===== config.mk =====
export PLATFORM = sky130hd
export DESIGN_NAME = ecn_window_congestion_control_flat
export DESIGN_NICKNAME = d
export VERILOG_FILES = /design/src/hdl/ecnwcc_pkg.sv /design/src/hdl/ecnwcc_req_if.sv /design/src/hdl/ecnwcc_rsp_if.sv /design/src/hdl/ecnwcc_div.sv /design/src/hdl/ecnwcc_front.sv /design/src/hdl/ecnwcc_back.sv /design/src/hdl/ecn_window_congestion_control.sv /design/src/flat_wrapper.sv
export SDC_FILE = /design/constraint.sdc
export NUM_CORES = 2
export LEC_CHECK = 0
export CAP_MARGIN = 5
export CORE_AREA = 2 2 305 307
export DETAILED_ROUTE_END_ITERATION = 10
export DIE_AREA = 0 0 307 309
export DONT_BUFFER_PORTS = 1
export PLACE_DENSITY = 0.75
export SLEW_MARGIN = 5
export SYNTH_ARGS = -nofsm -noshare
export SYNTH_HDL_FRONTEND = slang
export SYNTH_HIERARCHICAL = 1
export SYNTH_SLANG_ARGS = --single-unit
export TNS_END_PERCENT = 10

===== constraint.sdc =====
create_clock -name i_clk -period 13.7 [get_ports i_clk]
set_input_delay 1.37 -clock i_clk [delete_from_list [all_inputs] [get_ports i_clk]]
set_output_delay 1.37 -clock i_clk [all_outputs]
set_load 0.005 [all_outputs]

===== src/hdl/ecnwcc_pkg.sv =====
// ----------------------------------------------------------------------------
// ecnwcc_pkg
// Shared types and constants of the DCTCP-style congestion window block.
// ----------------------------------------------------------------------------
`default_nettype none

package ecnwcc_pkg;

    localparam int unsigned PAYLOAD_BYTES = 1024;
    localparam logic [31:0] ONE_Q16       = 32'h0001_0000;
    localparam logic [16:0] ALPHA_ONE     = 17'h1_0000;

    localparam logic OP_ACK     = 1'b0;
    localparam logic OP_TIMEOUT = 1'b1;

    localparam logic [1:0] CFG_INIT_WINDOW    = 2'd0;
    localparam logic [1:0] CFG_INIT_THRESHOLD = 2'd1;
    localparam logic [1:0] CFG_INIT_LAST_ACK  = 2'd2;
    localparam logic [1:0] CFG_TOTAL_BYTES    = 2'd3;

    typedef enum logic [1:0] {
        CLS_NEW     = 2'd0,
        CLS_DUP     = 2'd1,
        CLS_OLD     = 2'd2,
        CLS_TIMEOUT = 2'd3
    } t_cls;

    typedef enum logic [2:0] {
        ST_IDLE,
        ST_FRAC,
        ST_SCALE,
        ST_SUB,
        ST_GROW,
        ST_GDIV,
        ST_DONE
    } t_state;

    typedef struct packed {
        logic        op;
        logic [31:0] ack_number;
        logic        ecn_echo;
    } t_req;

endpackage

`default_nettype wire


===== src/hdl/ecnwcc_req_if.sv =====
// ----------------------------------------------------------------------------
// ecnwcc_req_if
// Event request channel: valid/ready with op, ack number and ECN echo.
// ----------------------------------------------------------------------------
`default_nettype none

interface ecnwcc_req_if;
    logic        valid;
    logic        ready;
    logic        op;
    logic [31:0] ack_number;
    logic        ecn_echo;

    modport source (output valid, output op, output ack_number, output ecn_echo,
                    input ready);
    modport sink   (input valid, input op, input ack_number, input ecn_echo,
                    output ready);
endinterface

`default_nettype wire


===== src/hdl/ecnwcc_rsp_if.sv =====
// ----------------------------------------------------------------------------
// ecnwcc_rsp_if
// Result channel: valid/ready with the window state after each event.
// ----------------------------------------------------------------------------
`default_nettype none

interface ecnwcc_rsp_if;
    logic        valid;
    logic        ready;
    logic [1:0]  ack_class;
    logic [31:0] window_out;
    logic [31:0] threshold_out;
    logic [16:0] alpha_out;
    logic [31:0] bytes_remaining;
    logic        fast_retransmit;

    modport source (output valid, output ack_class, output window_out,
                    output threshold_out, output alpha_out, output bytes_remaining,
                    output fast_retransmit, input ready);
    modport sink   (input valid, input ack_class, input window_out,
                    input threshold_out, input alpha_out, input bytes_remaining,
                    input fast_retransmit, output ready);
endinterface

`default_nettype wire


===== src/hdl/ecnwcc_div.sv =====
// ----------------------------------------------------------------------------
// ecnwcc_div
// Radix-4 restoring divider: q = floor(n * 2^32 / d) for n < d.
// ----------------------------------------------------------------------------
`default_nettype none

module ecnwcc_div (
    input  wire         i_clk,
    input  wire         i_rst_n,
    input  wire         i_start,
    input  wire  [31:0] i_n,
    input  wire  [31:0] i_d,
    output logic        o_done,
    output logic [31:0] o_q
);

    logic [31:0] r_rem, n_rem;
    logic [31:0] r_q, n_q;
    logic [31:0] r_d;
    logic [3:0]  r_cnt;
    logic        r_busy;
    logic        r_done;

    always_comb begin
        logic [32:0] t;
        n_rem = r_rem;
        n_q   = r_q;
        for (int k = 0; k < 2; k++) begin
            t = {n_rem, 1'b0};
            if (t >= {1'b0, r_d}) begin
                t   = t - {1'b0, r_d};
                n_q = {n_q[30:0], 1'b1};
            end else begin
                n_q = {n_q[30:0], 1'b0};
            end
            n_rem = t[31:0];
        end
    end

    always_ff @(posedge i_clk) begin
        if (!i_rst_n) begin
            r_busy <= 1'b0;
            r_done <= 1'b0;
            r_cnt  <= '0;
        end else begin
            r_done <= 1'b0;
            if (i_start && !r_busy) begin
                r_busy <= 1'b1;
                r_cnt  <= '0;
            end else if (r_busy) begin
                r_cnt <= r_cnt + 4'd1;
                if (r_cnt == 4'd15) begin
                    r_busy <= 1'b0;
                    r_done <= 1'b1;
                end
            end
        end
    end

    always_ff @(posedge i_clk) begin
        if (i_start && !r_busy) begin
            r_rem <= i_n;
            r_q   <= '0;
            r_d   <= i_d;
        end else if (r_busy) begin
            r_rem <= n_rem;
            r_q   <= n_q;
        end
    end

    assign o_done = r_done;
    assign o_q    = r_q;

endmodule

`default_nettype wire


===== src/hdl/ecnwcc_front.sv =====
// ----------------------------------------------------------------------------
// ecnwcc_front
// Request intake: two-entry queue between the input channel and the engine.
// ----------------------------------------------------------------------------
`default_nettype none

module ecnwcc_front (
    input  wire               i_clk,
    input  wire               i_rst_n,
    ecnwcc_req_if.sink        i_req,
    output logic              o_q_valid,
    output ecnwcc_pkg::t_req  o_q_data,
    input  wire               i_q_pop
);

    ecnwcc_pkg::t_req r_mem [2];
    logic       r_wr_ptr;
    logic       r_rd_ptr;
    logic [1:0] r_count;
    logic       push;
    logic       pop;

    assign i_req.ready = (r_count != 2'd2);
    assign push        = i_req.valid && i_req.ready;
    assign pop         = i_q_pop && (r_count != 2'd0);
    assign o_q_valid   = (r_count != 2'd0);
    assign o_q_data    = r_mem[r_rd_ptr];

    always_ff @(posedge i_clk) begin
        if (!i_rst_n) begin
            r_wr_ptr <= 1'b0;
            r_rd_ptr <= 1'b0;
            r_count  <= '0;
        end else begin
            if (push) begin
                r_wr_ptr <= ~r_wr_ptr;
            end
            if (pop) begin
                r_rd_ptr <= ~r_rd_ptr;
            end
            r_count <= r_count + 2'(push) - 2'(pop);
        end
    end

    always_ff @(posedge i_clk) begin
        if (push) begin
            r_mem[r_wr_ptr] <= '{op: i_req.op, ack_number: i_req.ack_number,
                                 ecn_echo: i_req.ecn_echo};
        end
    end

endmodule

`default_nettype wire


===== src/hdl/ecnwcc_back.sv =====
// ----------------------------------------------------------------------------
// ecnwcc_back
// Event engine: classifies each request, updates window state through a
// sequencer with one shared divider, and holds the result register.
// ----------------------------------------------------------------------------
`default_nettype none

module ecnwcc_back (
    input  wire               i_clk,
    input  wire               i_rst_n,
    input  wire               i_q_valid,
    input  ecnwcc_pkg::t_req  i_q_data,
    output logic              o_q_pop,
    input  wire               i_cfg_we,
    input  wire  [1:0]        i_cfg_index,
    input  wire  [31:0]       i_cfg_data,
    ecnwcc_rsp_if.source      o_rsp,
    output logic              o_div_start,
    output logic              o_div_done
);

    ecnwcc_pkg::t_state r_state, n_state;

    logic [31:0] r_window, n_window;
    logic [31:0] r_thr, n_thr;
    logic [16:0] r_alpha, n_alpha;
    logic [31:0] r_last, n_last;
    logic [15:0] r_dup, n_dup;
    logic        r_active, n_active;
    logic [15:0] r_acks_in, n_acks_in;
    logic [15:0] r_acks_left, n_acks_left;
    logic [15:0] r_marked, n_marked;
    logic [31:0] r_remain, n_remain;
    logic [31:0] r_j, n_j;
    logic [48:0] r_prod, n_prod;
    ecnwcc_pkg::t_cls r_cls, n_cls;
    logic        r_fr, n_fr;

    logic        r_out_valid;
    logic [1:0]  r_o_cls;
    logic [31:0] r_o_window;
    logic [31:0] r_o_thr;
    logic [16:0] r_o_alpha;
    logic [31:0] r_o_remain;
    logic        r_o_fr;
    logic        load_out;

    logic        div_start;
    logic [31:0] div_n, div_d;
    logic        div_done;
    logic [31:0] div_q;

    ecnwcc_div u_div (
        .i_clk   (i_clk),
        .i_rst_n (i_rst_n),
        .i_start (div_start),
        .i_n     (div_n),
        .i_d     (div_d),
        .o_done  (div_done),
        .o_q     (div_q)
    );

    always_comb begin
        logic [15:0] m;
        logic [47:0] used;
        logic [48:0] sum49;
        logic [32:0] s33;
        logic [17:0] a18;
        logic [15:0] dup1;

        n_state     = r_state;
        n_window    = r_window;
        n_thr       = r_thr;
        n_alpha     = r_alpha;
        n_last      = r_last;
        n_dup       = r_dup;
        n_active    = r_active;
        n_acks_in   = r_acks_in;
        n_acks_left = r_acks_left;
        n_marked    = r_marked;
        n_remain    = r_remain;
        n_j         = r_j;
        n_prod      = r_prod;
        n_cls       = r_cls;
        n_fr        = r_fr;
        o_q_pop     = 1'b0;
        div_start   = 1'b0;
        div_n       = '0;
        div_d       = '0;
        load_out    = 1'b0;
        m           = (r_marked > r_acks_in) ? r_acks_in : r_marked;
        used        = {16'd0, i_q_data.ack_number - r_last} *
                      48'(ecnwcc_pkg::PAYLOAD_BYTES);
        sum49       = {17'd0, r_window} + {1'b0, r_j, 16'd0};
        s33         = {1'b0, r_window} + {1'b0, div_q};
        a18         = '0;
        dup1        = r_dup + 16'd1;

        case (r_state)
            ecnwcc_pkg::ST_IDLE: begin
                if (i_q_valid) begin
                    o_q_pop = 1'b1;
                    n_fr    = 1'b0;
                    n_state = ecnwcc_pkg::ST_DONE;
                    if (i_q_data.op == ecnwcc_pkg::OP_TIMEOUT) begin
                        n_cls    = ecnwcc_pkg::CLS_TIMEOUT;
                        n_thr    = {1'b0, r_window[31:1]};
                        n_window = ecnwcc_pkg::ONE_Q16;
                    end else if (i_q_data.ack_number < r_last) begin
                        n_cls = ecnwcc_pkg::CLS_OLD;
                    end else if (i_q_data.ack_number == r_last) begin
                        n_cls = ecnwcc_pkg::CLS_DUP;
                        n_dup = dup1;
                        if (!dup1[0]) begin
                            n_window = {1'b0, r_window[31:1]};
                            n_thr    = {1'b0, r_window[31:1]};
                            n_fr     = 1'b1;
                        end
                    end else begin
                        n_cls  = ecnwcc_pkg::CLS_NEW;
                        n_dup  = '0;
                        n_j    = i_q_data.ack_number - r_last;
                        n_last = i_q_data.ack_number;
                        if (r_remain != 32'd0) begin
                            n_remain = (used >= {16'd0, r_remain}) ? 32'd0
                                     : r_remain - used[31:0];
                        end
                        if (r_active) begin
                            n_state = ecnwcc_pkg::ST_GROW;
                            if (r_acks_left != 16'd0) begin
                                n_acks_left = r_acks_left - 16'd1;
                                n_marked    = r_marked + 16'(i_q_data.ecn_echo);
                            end else begin
                                n_active = 1'b0;
                            end
                        end else if (r_acks_in != 16'd0) begin
                            if (m == r_acks_in) begin
                                a18     = {1'b0, r_alpha} + {1'b0, ecnwcc_pkg::ALPHA_ONE};
                                n_alpha = a18[17:1];
                                n_state = ecnwcc_pkg::ST_SCALE;
                            end else begin
                                div_start = 1'b1;
                                div_n     = {16'd0, m};
                                div_d     = {16'd0, r_acks_in};
                                n_state   = ecnwcc_pkg::ST_FRAC;
                            end
                        end else begin
                            n_state = ecnwcc_pkg::ST_SCALE;
                        end
                    end
                end
            end
            ecnwcc_pkg::ST_FRAC: begin
                if (div_done) begin
                    a18     = {1'b0, r_alpha} + {2'd0, div_q[31:16]};
                    n_alpha = a18[17:1];
                    n_state = ecnwcc_pkg::ST_SCALE;
                end
            end
            ecnwcc_pkg::ST_SCALE: begin
                n_acks_in   = r_window[31:16];
                n_acks_left = r_window[31:16];
                n_marked    = '0;
                n_active    = 1'b1;
                n_prod      = r_window * r_alpha;
                n_state     = ecnwcc_pkg::ST_SUB;
            end
            ecnwcc_pkg::ST_SUB: begin
                n_window = r_window - r_prod[48:17];
                n_state  = ecnwcc_pkg::ST_GROW;
            end
            ecnwcc_pkg::ST_GROW: begin
                n_state = ecnwcc_pkg::ST_DONE;
                if (sum49 < {17'd0, r_thr}) begin
                    n_window = sum49[31:0];
                end else if (r_window < r_thr) begin
                    n_window = r_thr;
                end else if (r_j >= r_window) begin
                    n_window = '1;
                end else begin
                    div_start = 1'b1;
                    div_n     = r_j;
                    div_d     = r_window;
                    n_state   = ecnwcc_pkg::ST_GDIV;
                end
            end
            ecnwcc_pkg::ST_GDIV: begin
                if (div_done) begin
                    n_window = s33[32] ? 32'hFFFF_FFFF : s33[31:0];
                    n_state  = ecnwcc_pkg::ST_DONE;
                end
            end
            ecnwcc_pkg::ST_DONE: begin
                if (!r_out_valid || o_rsp.ready) begin
                    load_out = 1'b1;
                    n_state  = ecnwcc_pkg::ST_IDLE;
                end
            end
            default: begin
                n_state = ecnwcc_pkg::ST_IDLE;
            end
        endcase

        if (i_cfg_we) begin
            case (i_cfg_index)
                ecnwcc_pkg::CFG_INIT_WINDOW:    n_window = {i_cfg_data[15:0], 16'd0};
                ecnwcc_pkg::CFG_INIT_THRESHOLD: n_thr    = {i_cfg_data[15:0], 16'd0};
                ecnwcc_pkg::CFG_INIT_LAST_ACK:  n_last   = i_cfg_data;
                ecnwcc_pkg::CFG_TOTAL_BYTES:    n_remain = i_cfg_data;
                default: ;
            endcase
        end
    end

    always_ff @(posedge i_clk) begin
        if (!i_rst_n) begin
            r_state     <= ecnwcc_pkg::ST_IDLE;
            r_window    <= ecnwcc_pkg::ONE_Q16;
            r_thr       <= {16'd1000, 16'd0};
            r_alpha     <= '0;
            r_last      <= 32'd2;
            r_dup       <= '0;
            r_active    <= 1'b0;
            r_acks_in   <= '0;
            r_acks_left <= '0;
            r_marked    <= '0;
            r_remain    <= '0;
            r_out_valid <= 1'b0;
        end else begin
            r_state     <= n_state;
            r_window    <= n_window;
            r_thr       <= n_thr;
            r_alpha     <= n_alpha;
            r_last      <= n_last;
            r_dup       <= n_dup;
            r_active    <= n_active;
            r_acks_in   <= n_acks_in;
            r_acks_left <= n_acks_left;
            r_marked    <= n_marked;
            r_remain    <= n_remain;
            if (load_out) begin
                r_out_valid <= 1'b1;
            end else if (o_rsp.ready) begin
                r_out_valid <= 1'b0;
            end
        end
    end

    always_ff @(posedge i_clk) begin
        r_j    <= n_j;
        r_prod <= n_prod;
        r_cls  <= n_cls;
        r_fr   <= n_fr;
        if (load_out) begin
            r_o_cls    <= r_cls;
            r_o_window <= r_window;
            r_o_thr    <= r_thr;
            r_o_alpha  <= r_alpha;
            r_o_remain <= r_remain;
            r_o_fr     <= r_fr;
        end
    end

    assign o_rsp.valid           = r_out_valid;
    assign o_rsp.ack_class       = r_o_cls;
    assign o_rsp.window_out      = r_o_window;
    assign o_rsp.threshold_out   = r_o_thr;
    assign o_rsp.alpha_out       = r_o_alpha;
    assign o_rsp.bytes_remaining = r_o_remain;
    assign o_rsp.fast_retransmit = r_o_fr;
    assign o_div_start           = div_start;
    assign o_div_done            = div_done;

endmodule

`default_nettype wire


===== src/hdl/ecn_window_congestion_control.sv =====
// ----------------------------------------------------------------------------
// ecn_window_congestion_control
// DCTCP-style sender congestion window, one result per event request.
//
// Channels: i_req carries events (op 0 ack, 1 timeout), o_rsp returns the
// class and the window, threshold, alpha, remaining bytes and fast
// retransmit flag after the event. A two-entry queue takes requests while
// the engine works; a result register holds the answer until taken.
// Timeout, duplicate and old acks go from the queue straight to the result
// register; a new ack may take up to two passes through the shared radix-4
// divider (alpha fraction, then the avoidance increment), plus the multiply
// and subtract stages.
// Configuration writes (i_cfg_we) load the window, threshold, last ack or
// byte count at once; write only while idle.
// Reset: window 1 packet, threshold 1000, last ack 2, nothing remaining,
// queue and result register empty. When o_rsp is stalled the engine
// holds its finished result and the queue fills, then i_req.ready drops.
// ----------------------------------------------------------------------------
`default_nettype none

module ecn_window_congestion_control (
    input  wire          i_clk,
    input  wire          i_rst_n,
    ecnwcc_req_if.sink   i_req,
    ecnwcc_rsp_if.source o_rsp,
    input  wire          i_cfg_we,
    input  wire  [1:0]   i_cfg_index,
    input  wire  [31:0]  i_cfg_data
);

    logic             q_valid;
    ecnwcc_pkg::t_req q_data;
    logic             q_pop;
    logic             div_start;
    logic             div_done;
    logic             r_div_busy;

    ecnwcc_front u_front (
        .i_clk     (i_clk),
        .i_rst_n   (i_rst_n),
        .i_req     (i_req),
        .o_q_valid (q_valid),
        .o_q_data  (q_data),
        .i_q_pop   (q_pop)
    );

    ecnwcc_back u_back (
        .i_clk       (i_clk),
        .i_rst_n     (i_rst_n),
        .i_q_valid   (q_valid),
        .i_q_data    (q_data),
        .o_q_pop     (q_pop),
        .i_cfg_we    (i_cfg_we),
        .i_cfg_index (i_cfg_index),
        .i_cfg_data  (i_cfg_data),
        .o_rsp       (o_rsp),
        .o_div_start (div_start),
        .o_div_done  (div_done)
    );

    always_ff @(posedge i_clk) begin
        if (!i_rst_n) begin
            r_div_busy <= 1'b0;
        end else if (div_start) begin
            r_div_busy <= 1'b1;
        end else if (div_done) begin
            r_div_busy <= 1'b0;
        end
    end

    a_fr_only_dup: assert property (@(posedge i_clk) disable iff (!i_rst_n)
        o_rsp.valid && o_rsp.fast_retransmit |-> o_rsp.ack_class == ecnwcc_pkg::CLS_DUP)
        else $error("fast retransmit on a non-duplicate result");

    a_timeout_window: assert property (@(posedge i_clk) disable iff (!i_rst_n)
        o_rsp.valid && o_rsp.ack_class == ecnwcc_pkg::CLS_TIMEOUT
        |-> o_rsp.window_out == ecnwcc_pkg::ONE_Q16)
        else $error("timeout result without a one-packet window");

    a_alpha_range: assert property (@(posedge i_clk) disable iff (!i_rst_n)
        o_rsp.valid |-> o_rsp.alpha_out <= ecnwcc_pkg::ALPHA_ONE)
        else $error("alpha above one");

    a_div_no_restart: assert property (@(posedge i_clk) disable iff (!i_rst_n)
        r_div_busy |-> !div_start)
        else $error("divider started while busy");

endmodule

`default_nettype wire

===== src/flat_wrapper.sv =====
// flat-port wrapper written by rule: the top's interface ports become plain ports
module ecn_window_congestion_control_flat 
  (i_clk, i_rst_n, i_cfg_we, i_cfg_index, i_cfg_data, i_req_valid, i_req_op, i_req_ack_number, i_req_ecn_echo, i_req_ready, o_rsp_valid, o_rsp_ack_class, o_rsp_window_out, o_rsp_threshold_out, o_rsp_alpha_out, o_rsp_bytes_remaining, o_rsp_fast_retransmit, o_rsp_ready);
  ecnwcc_req_if i_req_i ();
  ecnwcc_rsp_if o_rsp_i ();
  input  wire i_clk;
  input  wire i_rst_n;
  input  wire i_cfg_we;
  input  wire  [1:0] i_cfg_index;
  input  wire  [31:0] i_cfg_data;
  input wire logic [$bits(i_req_i.valid)-1:0] i_req_valid;
  input wire logic [$bits(i_req_i.op)-1:0] i_req_op;
  input wire logic [$bits(i_req_i.ack_number)-1:0] i_req_ack_number;
  input wire logic [$bits(i_req_i.ecn_echo)-1:0] i_req_ecn_echo;
  output wire logic [$bits(i_req_i.ready)-1:0] i_req_ready;
  output wire logic [$bits(o_rsp_i.valid)-1:0] o_rsp_valid;
  output wire logic [$bits(o_rsp_i.ack_class)-1:0] o_rsp_ack_class;
  output wire logic [$bits(o_rsp_i.window_out)-1:0] o_rsp_window_out;
  output wire logic [$bits(o_rsp_i.threshold_out)-1:0] o_rsp_threshold_out;
  output wire logic [$bits(o_rsp_i.alpha_out)-1:0] o_rsp_alpha_out;
  output wire logic [$bits(o_rsp_i.bytes_remaining)-1:0] o_rsp_bytes_remaining;
  output wire logic [$bits(o_rsp_i.fast_retransmit)-1:0] o_rsp_fast_retransmit;
  input wire logic [$bits(o_rsp_i.ready)-1:0] o_rsp_ready;
  assign i_req_i.valid = i_req_valid;
  assign i_req_i.op = i_req_op;
  assign i_req_i.ack_number = i_req_ack_number;
  assign i_req_i.ecn_echo = i_req_ecn_echo;
  assign i_req_ready = i_req_i.ready;
  assign o_rsp_valid = o_rsp_i.valid;
  assign o_rsp_ack_class = o_rsp_i.ack_class;
  assign o_rsp_window_out = o_rsp_i.window_out;
  assign o_rsp_threshold_out = o_rsp_i.threshold_out;
  assign o_rsp_alpha_out = o_rsp_i.alpha_out;
  assign o_rsp_bytes_remaining = o_rsp_i.bytes_remaining;
  assign o_rsp_fast_retransmit = o_rsp_i.fast_retransmit;
  assign o_rsp_i.ready = o_rsp_ready;
  ecn_window_congestion_control u_core (.i_clk(i_clk), .i_rst_n(i_rst_n), .i_req(i_req_i), .o_rsp(o_rsp_i), .i_cfg_we(i_cfg_we), .i_cfg_index(i_cfg_index), .i_cfg_data(i_cfg_data));
endmodule

Word-level counts from Yosys, hierarchy flattened
Memory sizes are Yosys's and may differ from the RTL's. A register that Yosys moved wholly into a read port is not among the register bits.
Index checks and enable logic that the tools add are counted.
{ "classes": {"bitwise": 7, "muxes": 139, "order_cmp": 8, "add_sub_neg": 15, "eq_ne": 25, "n_mul": 1, "n_reduce_logical": 27} }
{ "op_table": {"columns": ["op", "n"], "rows": [
  ["$mux W32", 46],
  ["$mux W16", 28],
  ["$sub A32 B32 Y32", 5],
  ["$mux W17", 8],
  ["$pmux W32 S2", 2],
  ["$pmux W32 S4", 1],
  ["$ge A33 B32 Y1", 2],
  ["$lt A32 B32 Y1", 2],
  ["$pmux W16 S2", 2],
  ["$add A32 B48 Y49", 1],
  ["$lt A49 B32 Y1", 1],
  ["$mul A32 B17 Y49", 1],
  ["$ge A42 B32 Y1", 1],
  ["$mux W1", 35],
  ["$pmux W17 S2", 1],
  ["$add A32 B32 Y33", 1],
  ["$eq A32 B32 Y1", 1],
  ["$ge A32 B32 Y1", 1],
  ["$reduce_bool A16 Y1", 2],
  ["$reduce_bool A32 Y1", 1],
  ["$mux W3", 9],
  ["$pmux W3 S7", 1],
  ["$ne A2 B2 Y1 const B", 10],
  ["$add A17 B16 Y18", 1],
  ["other kinds (32)", 59]
]} }
{ "totals": {"n_memories": 1, "reg_bits": 520, "ramBits": 68} }
{ "memory_table": {"columns": ["name", "words", "width", "read_ports", "rd_clocked_by_memory_dff", "wr", "line", "source"], "rows": [
  ["u_core.u_front.r_mem", 2, 34, 1, 1, 1, "ecnwcc_front.sv:16", "ecnwcc_pkg::t_req r_mem [2];"]
]} }

Logic depth before layout (Yosys ltp)
{ "depth": {"word_depth": 13, "mapped_depth": 27, "mapped_depth_nobuf": 24} }

Cells and area by module
Netlist, hierarchy kept.
{ "modules_own_cells": {"columns": ["mod", "cells_per_inst", "area_per_inst_um2", "instances", "seq_area_each_um2"], "rows": [
  ["ecnwcc_back", 5109, 43619.3, 1, 9479.1],
  ["ecnwcc_div", 917, 8099.0, 1, 2682.6],
  ["ecnwcc_front", 130, 2844.0, 1, 2142.1]
]} }

Least setup slack after synthesis
No wires, ideal clock.
{ "synth_timing": {"path_type": "input to register", "startpoint": "input o_rsp_ready", "endpoint": "register u_core.u_back.r_o_cls[0] (netlist: u_core/u_back/o_rsp.ack_class[0]) (enable)", "stages": 2, "n_path_buf": 0, "required_time_ps": 13106, "arrival_ps": 6267, "setup_slack_ps": 6839, "path_cell_list": "nor2b_1 -> nor2_1"} }
{ "synth_between": {"elab_chain_len": 3} }
{ "synth_lines": {"columns": ["element", "line", "source"], "rows": [
  ["start, declared", "flat_wrapper.sv:23", "input wire logic [$bits(o_rsp_i.ready)-1:0] o_rsp_ready;"],
  ["$logic_or A1 B1 Y1", "ecnwcc_back.sv:194", "if (!r_out_valid || o_rsp.ready) begin"],
  ["$mux W1", "ecnwcc_back.sv:194", null],
  ["$mux W1", "ecnwcc_back.sv:99", "case (r_state)"],
  ["named net u_core.u_back.load_out", "ecnwcc_back.sv:46", "logic load_out;"],
  ["end signal, assigned", "ecnwcc_back.sv:255", "r_o_cls <= r_cls;"],
  ["end, declared", "ecnwcc_back.sv:40", "logic [1:0] r_o_cls;"]
]} }
The timed path passes the listed nets, and every way through them passes these cells.
A chain may end at the register's enable or synchronous reset.

Worst setup path in the final report
{ "layout_timing": {"startpoint": "register u_core.u_back.r_j[0]", "endpoint": "register u_core.u_back.u_div.r_rem[1] (data pin)"} }
{ "layout_between": {"elab_chain_len": 7, "elab_cells_between_ends": 13} }
{ "layout_lines": {"columns": ["element", "line", "source"], "rows": [
  ["start, declared", "ecnwcc_back.sv:34", "logic [31:0] r_j, n_j;"],
  ["start signal, assigned", "ecnwcc_back.sv:250", "r_j <= n_j;"],
  ["parallel branches: the longest is 3 deep, another holds $add A32 B48 Y49", null, null],
  ["$mux W1 *", "ecnwcc_back.sv:174", "if (sum49 < {17'd0, r_thr}) begin"],
  ["$pmux W1 S2 *", "ecnwcc_back.sv:99", null],
  ["named net u_core.div_start", "ecn_window_congestion_control.sv:34", "logic div_start;"],
  ["$logic_and A1 B1 Y1 *", "ecnwcc_div.sv:61", "if (i_start && !r_busy) begin"],
  ["$mux W32 *", "ecnwcc_div.sv:61", null],
  ["end signal, assigned", "ecnwcc_div.sv:62", "r_rem <= i_n;"],
  ["end signal, assigned", "ecnwcc_div.sv:66", "r_rem <= n_rem;"],
  ["end, declared", "ecnwcc_div.sv:17", "logic [31:0] r_rem, n_rem;"]
]} }
Mark *: on every way through the listed nets, which the timed path passes.

==> flow_summary.json <==
{
  "cts_tree": "yes",
  "avgSynthCellArea_um2": 8.863,
  "holdCritPathClass": "flip-flop to flip-flop",
  "crit_required_ns": 14.07,
  "maxSlewViolCount": 0,
  "portBuffers": 0,
  "final_cell_mix": "inv_1 (832), nand2_1 (748), fa_1 (454), ha_1 (453), a21oi_1 (369)",
  "dp_hpwl_um": 120100,
  "synth_compound_area_share_pct": 15.78,
  "final_common_cell": "inv_1",
  "maxSlewHeadroom_pct": 13.30,
  "ant_nets": 0,
  "drt_iter0_markers": 4837,
  "run_status": "finished clean",
  "grt_usage_pct": 34.44,
  "syn_nets": 7136,
  "grt_pass1_wl_um": 253400,
  "synth_area_um2": 54560,
  "synth_top_area_share_pct": 17.34,
  "fin_skew_ns": 0.02890,
  "cts_max_path_buffers": 3,
  "fp.dieH_um": 309,
  "dpl_cell_area_um2": 55220,
  "ys_seq_area_share_pct": 26.22,
  "ys.flop_type": "edfxtp_1",
  "fin_ws_ns": 5.642,
  "die_area_um2": 94860,
  "clk_latency_ns": 0.64,
  "top_layer_used": "met5",
  "cts_made_buffers": 66,
  "wl_met3_um": 16870,
  "drive_above_1_share_pct": 5.206,
  "core_um2": 91390,
  "die_w_um": 307,
  "worst_slew_pin_slew_ns": 1.296,
  "cts.clk_slew.worst_paths_ns": 0.06,
  "grt-ovfl-total": 0,
  "postRouteWirelength_um": 163600,
  "wl_met1_um": 66890,
  "fmax_mhz": 124.1,
  "yosys.area_share.adder_pct": 27.05,
  "area_growth_pct": 5.355,
  "drv_cap": 0,
  "htree_levels": 3,
  "synth.distinct_cells": 113,
  "yosysWarnings": 6,
  "peakVddDrop_uv": 137.4,
  "min_period_ns": 8.058,
  "synthSimpleGateAreaFrac_pct": 15.84,
  "synth-xor-area-share_pct": 3.804,
  "layout.nets": 6957,
  "pre_cts_slack_ns": 5.813,
  "ys_top_cells_by_area": "edfxtp_1 (17%), fa_1 (17%), ha_1 (10%), dfxtp_1 (8.9%), inv_1 (5.7%)",
  "wl_per_cell_um": 22.66,
  "power.leakage_nw": 25.51,
  "setup_viol": 0,
  "yosysTopAreaCell": "edfxtp_1",
  "synthMuxAreaShare_pct": 2.766,
  "root_buffer": "clkbuf_16",
  "final.period_utilization_pct": 58.81,
  "start_util_pct": 59.71,
  "drc": 0,
  "cts.repair.resized": 0,
  "routed-wl-met2_um": 71690,
  "num_io_pins": 191,
  "synth_top_family_by_area": "adder cells",
  "cts.sinks": 557,
  "grt_max_degree": 72,
  "critical_path.endpoint_type": "flip-flop",
  "synth_seq_cells": 557,
  "synthArstFlopShare_pct": 0,
  "setup-tns-final_ns": 0,
  "fin_area_um2": 57480,
  "rows": 111,
  "antenna_found_initial": 7,
  "start_kind": "flip-flop",
  "drtPass1Iterations": 6,
  "synth_edf_count": 315,
  "arrival_ns": 8.43,
  "cts_setup_buffers": 0,
  "postCtsHoldBufs": 0,
  "viasPerCell": 6.294,
  "p_per_area_nw_per_um2": 168.4,
  "routabilityCongestion": 0.9948,
  "grt_setup_unrepaired": "no",
  "dr_total_vias": 45440,
  "grt_pass1_vias": 43940,
  "path_max_fanout": 58,
  "finalHoldViolCount": 0,
  "synth_cells": 6156,
  "worstSetupPathType": "flip-flop to flip-flop"
}
## worst max-delay path, cell delays in order, from the launching register on
cell,delay (ns)
edfxtp_1,0.45
ha_1,0.27
fa_1,0.44
a211oi_1,0.32
o211ai_1,0.20
a211oi_1,0.53
a22oi_1,0.26
xor2_1,0.21
ha_1,0.32
a21o_1,0.19
a211oi_1,0.23
nand4_1,0.11
or4_1,0.42
nor4_2,0.28
and4_1,0.96
nor3_4,0.08
buf_4,0.34
nand2b_1,0.22
buf_4,0.28
nand2b_2,0.10
buf_4,0.49
inv_1,0.25
buf_4,0.35
o31a_1,0.36
## per-layer routing
metal,vias up,GRT usage (%)
met2,2338,53.34
li1,20520,-
met3,453,7.660
met5,-,0
met4,6,14.96
met1,22130,46.63
## synth_stat cells, drive strengths merged (28+ instances only)
cell      n
buf      91
nor2b    31
and3     37
a21o    127
ha      453
mux2     60
fa      454
and2    215
o21ai   300
dfxtp   242
clkbuf  240
xnor2   143
mux2i    72
nand4    69
a211oi   72
inv     835
nor3     69
o21a     42
xor2     94
nand2b   87
a21oi   371
o211ai   54
nand3    93
nand2   748
edfxtp  315
o221ai   37
a31oi    67
nor4     39
nor2    355
or3      28
## power by group
group          internal [W]  leakage, nW  switching (W)
registers           0.00218         4.87       0.000253
clock network       0.00110         1.09       0.000763
logic               0.00195         19.5        0.00344
## logic make-up after synthesis
| family | Yosys count |
|---|---|
| simple gates | 1831 |
| compound gates | 1326 |
| buf+inv | 1166 |
| fa+ha+maj | 907 |
| flops | 557 |
| xor+xnor | 237 |
| mux | 132 |
## registers in the layout (all words and copies together) (netlist names), 32 cells and up, named ones only
signal and flops:
u_core/u_back/o_rsp.bytes_remaining 32, u_core/u_back/o_rsp.threshold_out 32, u_core/u_back/o_rsp.window_out 32, u_core/u_back/r_j 32, u_core/u_back/r_last 32, u_core/u_back/r_prod 32, u_core/u_back/r_remain 32, u_core/u_back/r_thr 32
u_core/u_back/r_window 32, u_core/u_back/u_div/o_q 32, u_core/u_back/u_div/r_d 32, u_core/u_back/u_div/r_rem 32, u_core/u_front/r_mem 68
## metrics by stage
step | power [W] | hold slack (ns) | util [%] | cells
floorplan | 0.006299 | 0.4003 | - | 6156
global placement | 0.007583 | 0.4164 | 60.42 | 7095
detailed placement | 0.007661 | 0.4177 | 60.42 | 7095
CTS | 0.009543 | 0.4193 | 62.89 | 7217
global route | 0.01024 | 0.4262 | 62.90 | 7219
finish | 0.009683 | 0.4207 | 62.90 | 7220
## worst paths after layout
path	start	endpoint	slack (ns)	depth (start not counted)
setup reg to reg	u_core/u_back/r_j[0]	u_core/u_back/u_div/r_rem[1]	5.64	23
setup / recovery	u_core/u_back/r_j[0]	u_core/u_back/u_div/r_rem[1]	5.64	23
hold / removal	u_core/u_back/r_fr	u_core/u_back/o_rsp.fast_retransmit	0.42	0
hold reg to reg	u_core/u_back/r_fr	u_core/u_back/o_rsp.fast_retransmit	0.42	0
## layout make-up
| class | instances | area (um^2) |
|---|---|---|
| Timing Repair Buffer | 84 | 630.6 |
| Fill cell | 7728 | 33900 |
| Clock buffer | 89 | 1863 |
| Inverter | 835 | 3136 |
| Antenna cell | 3 | 7.507 |
| Clock inverter | 33 | 397.9 |
| Multi-Input combinational cell | 4433 | 35660 |
| Sequential cell | 557 | 14310 |
| Tap cell | 1186 | 1484 |
No activity file was read; power rests on OpenSTA's default activity.
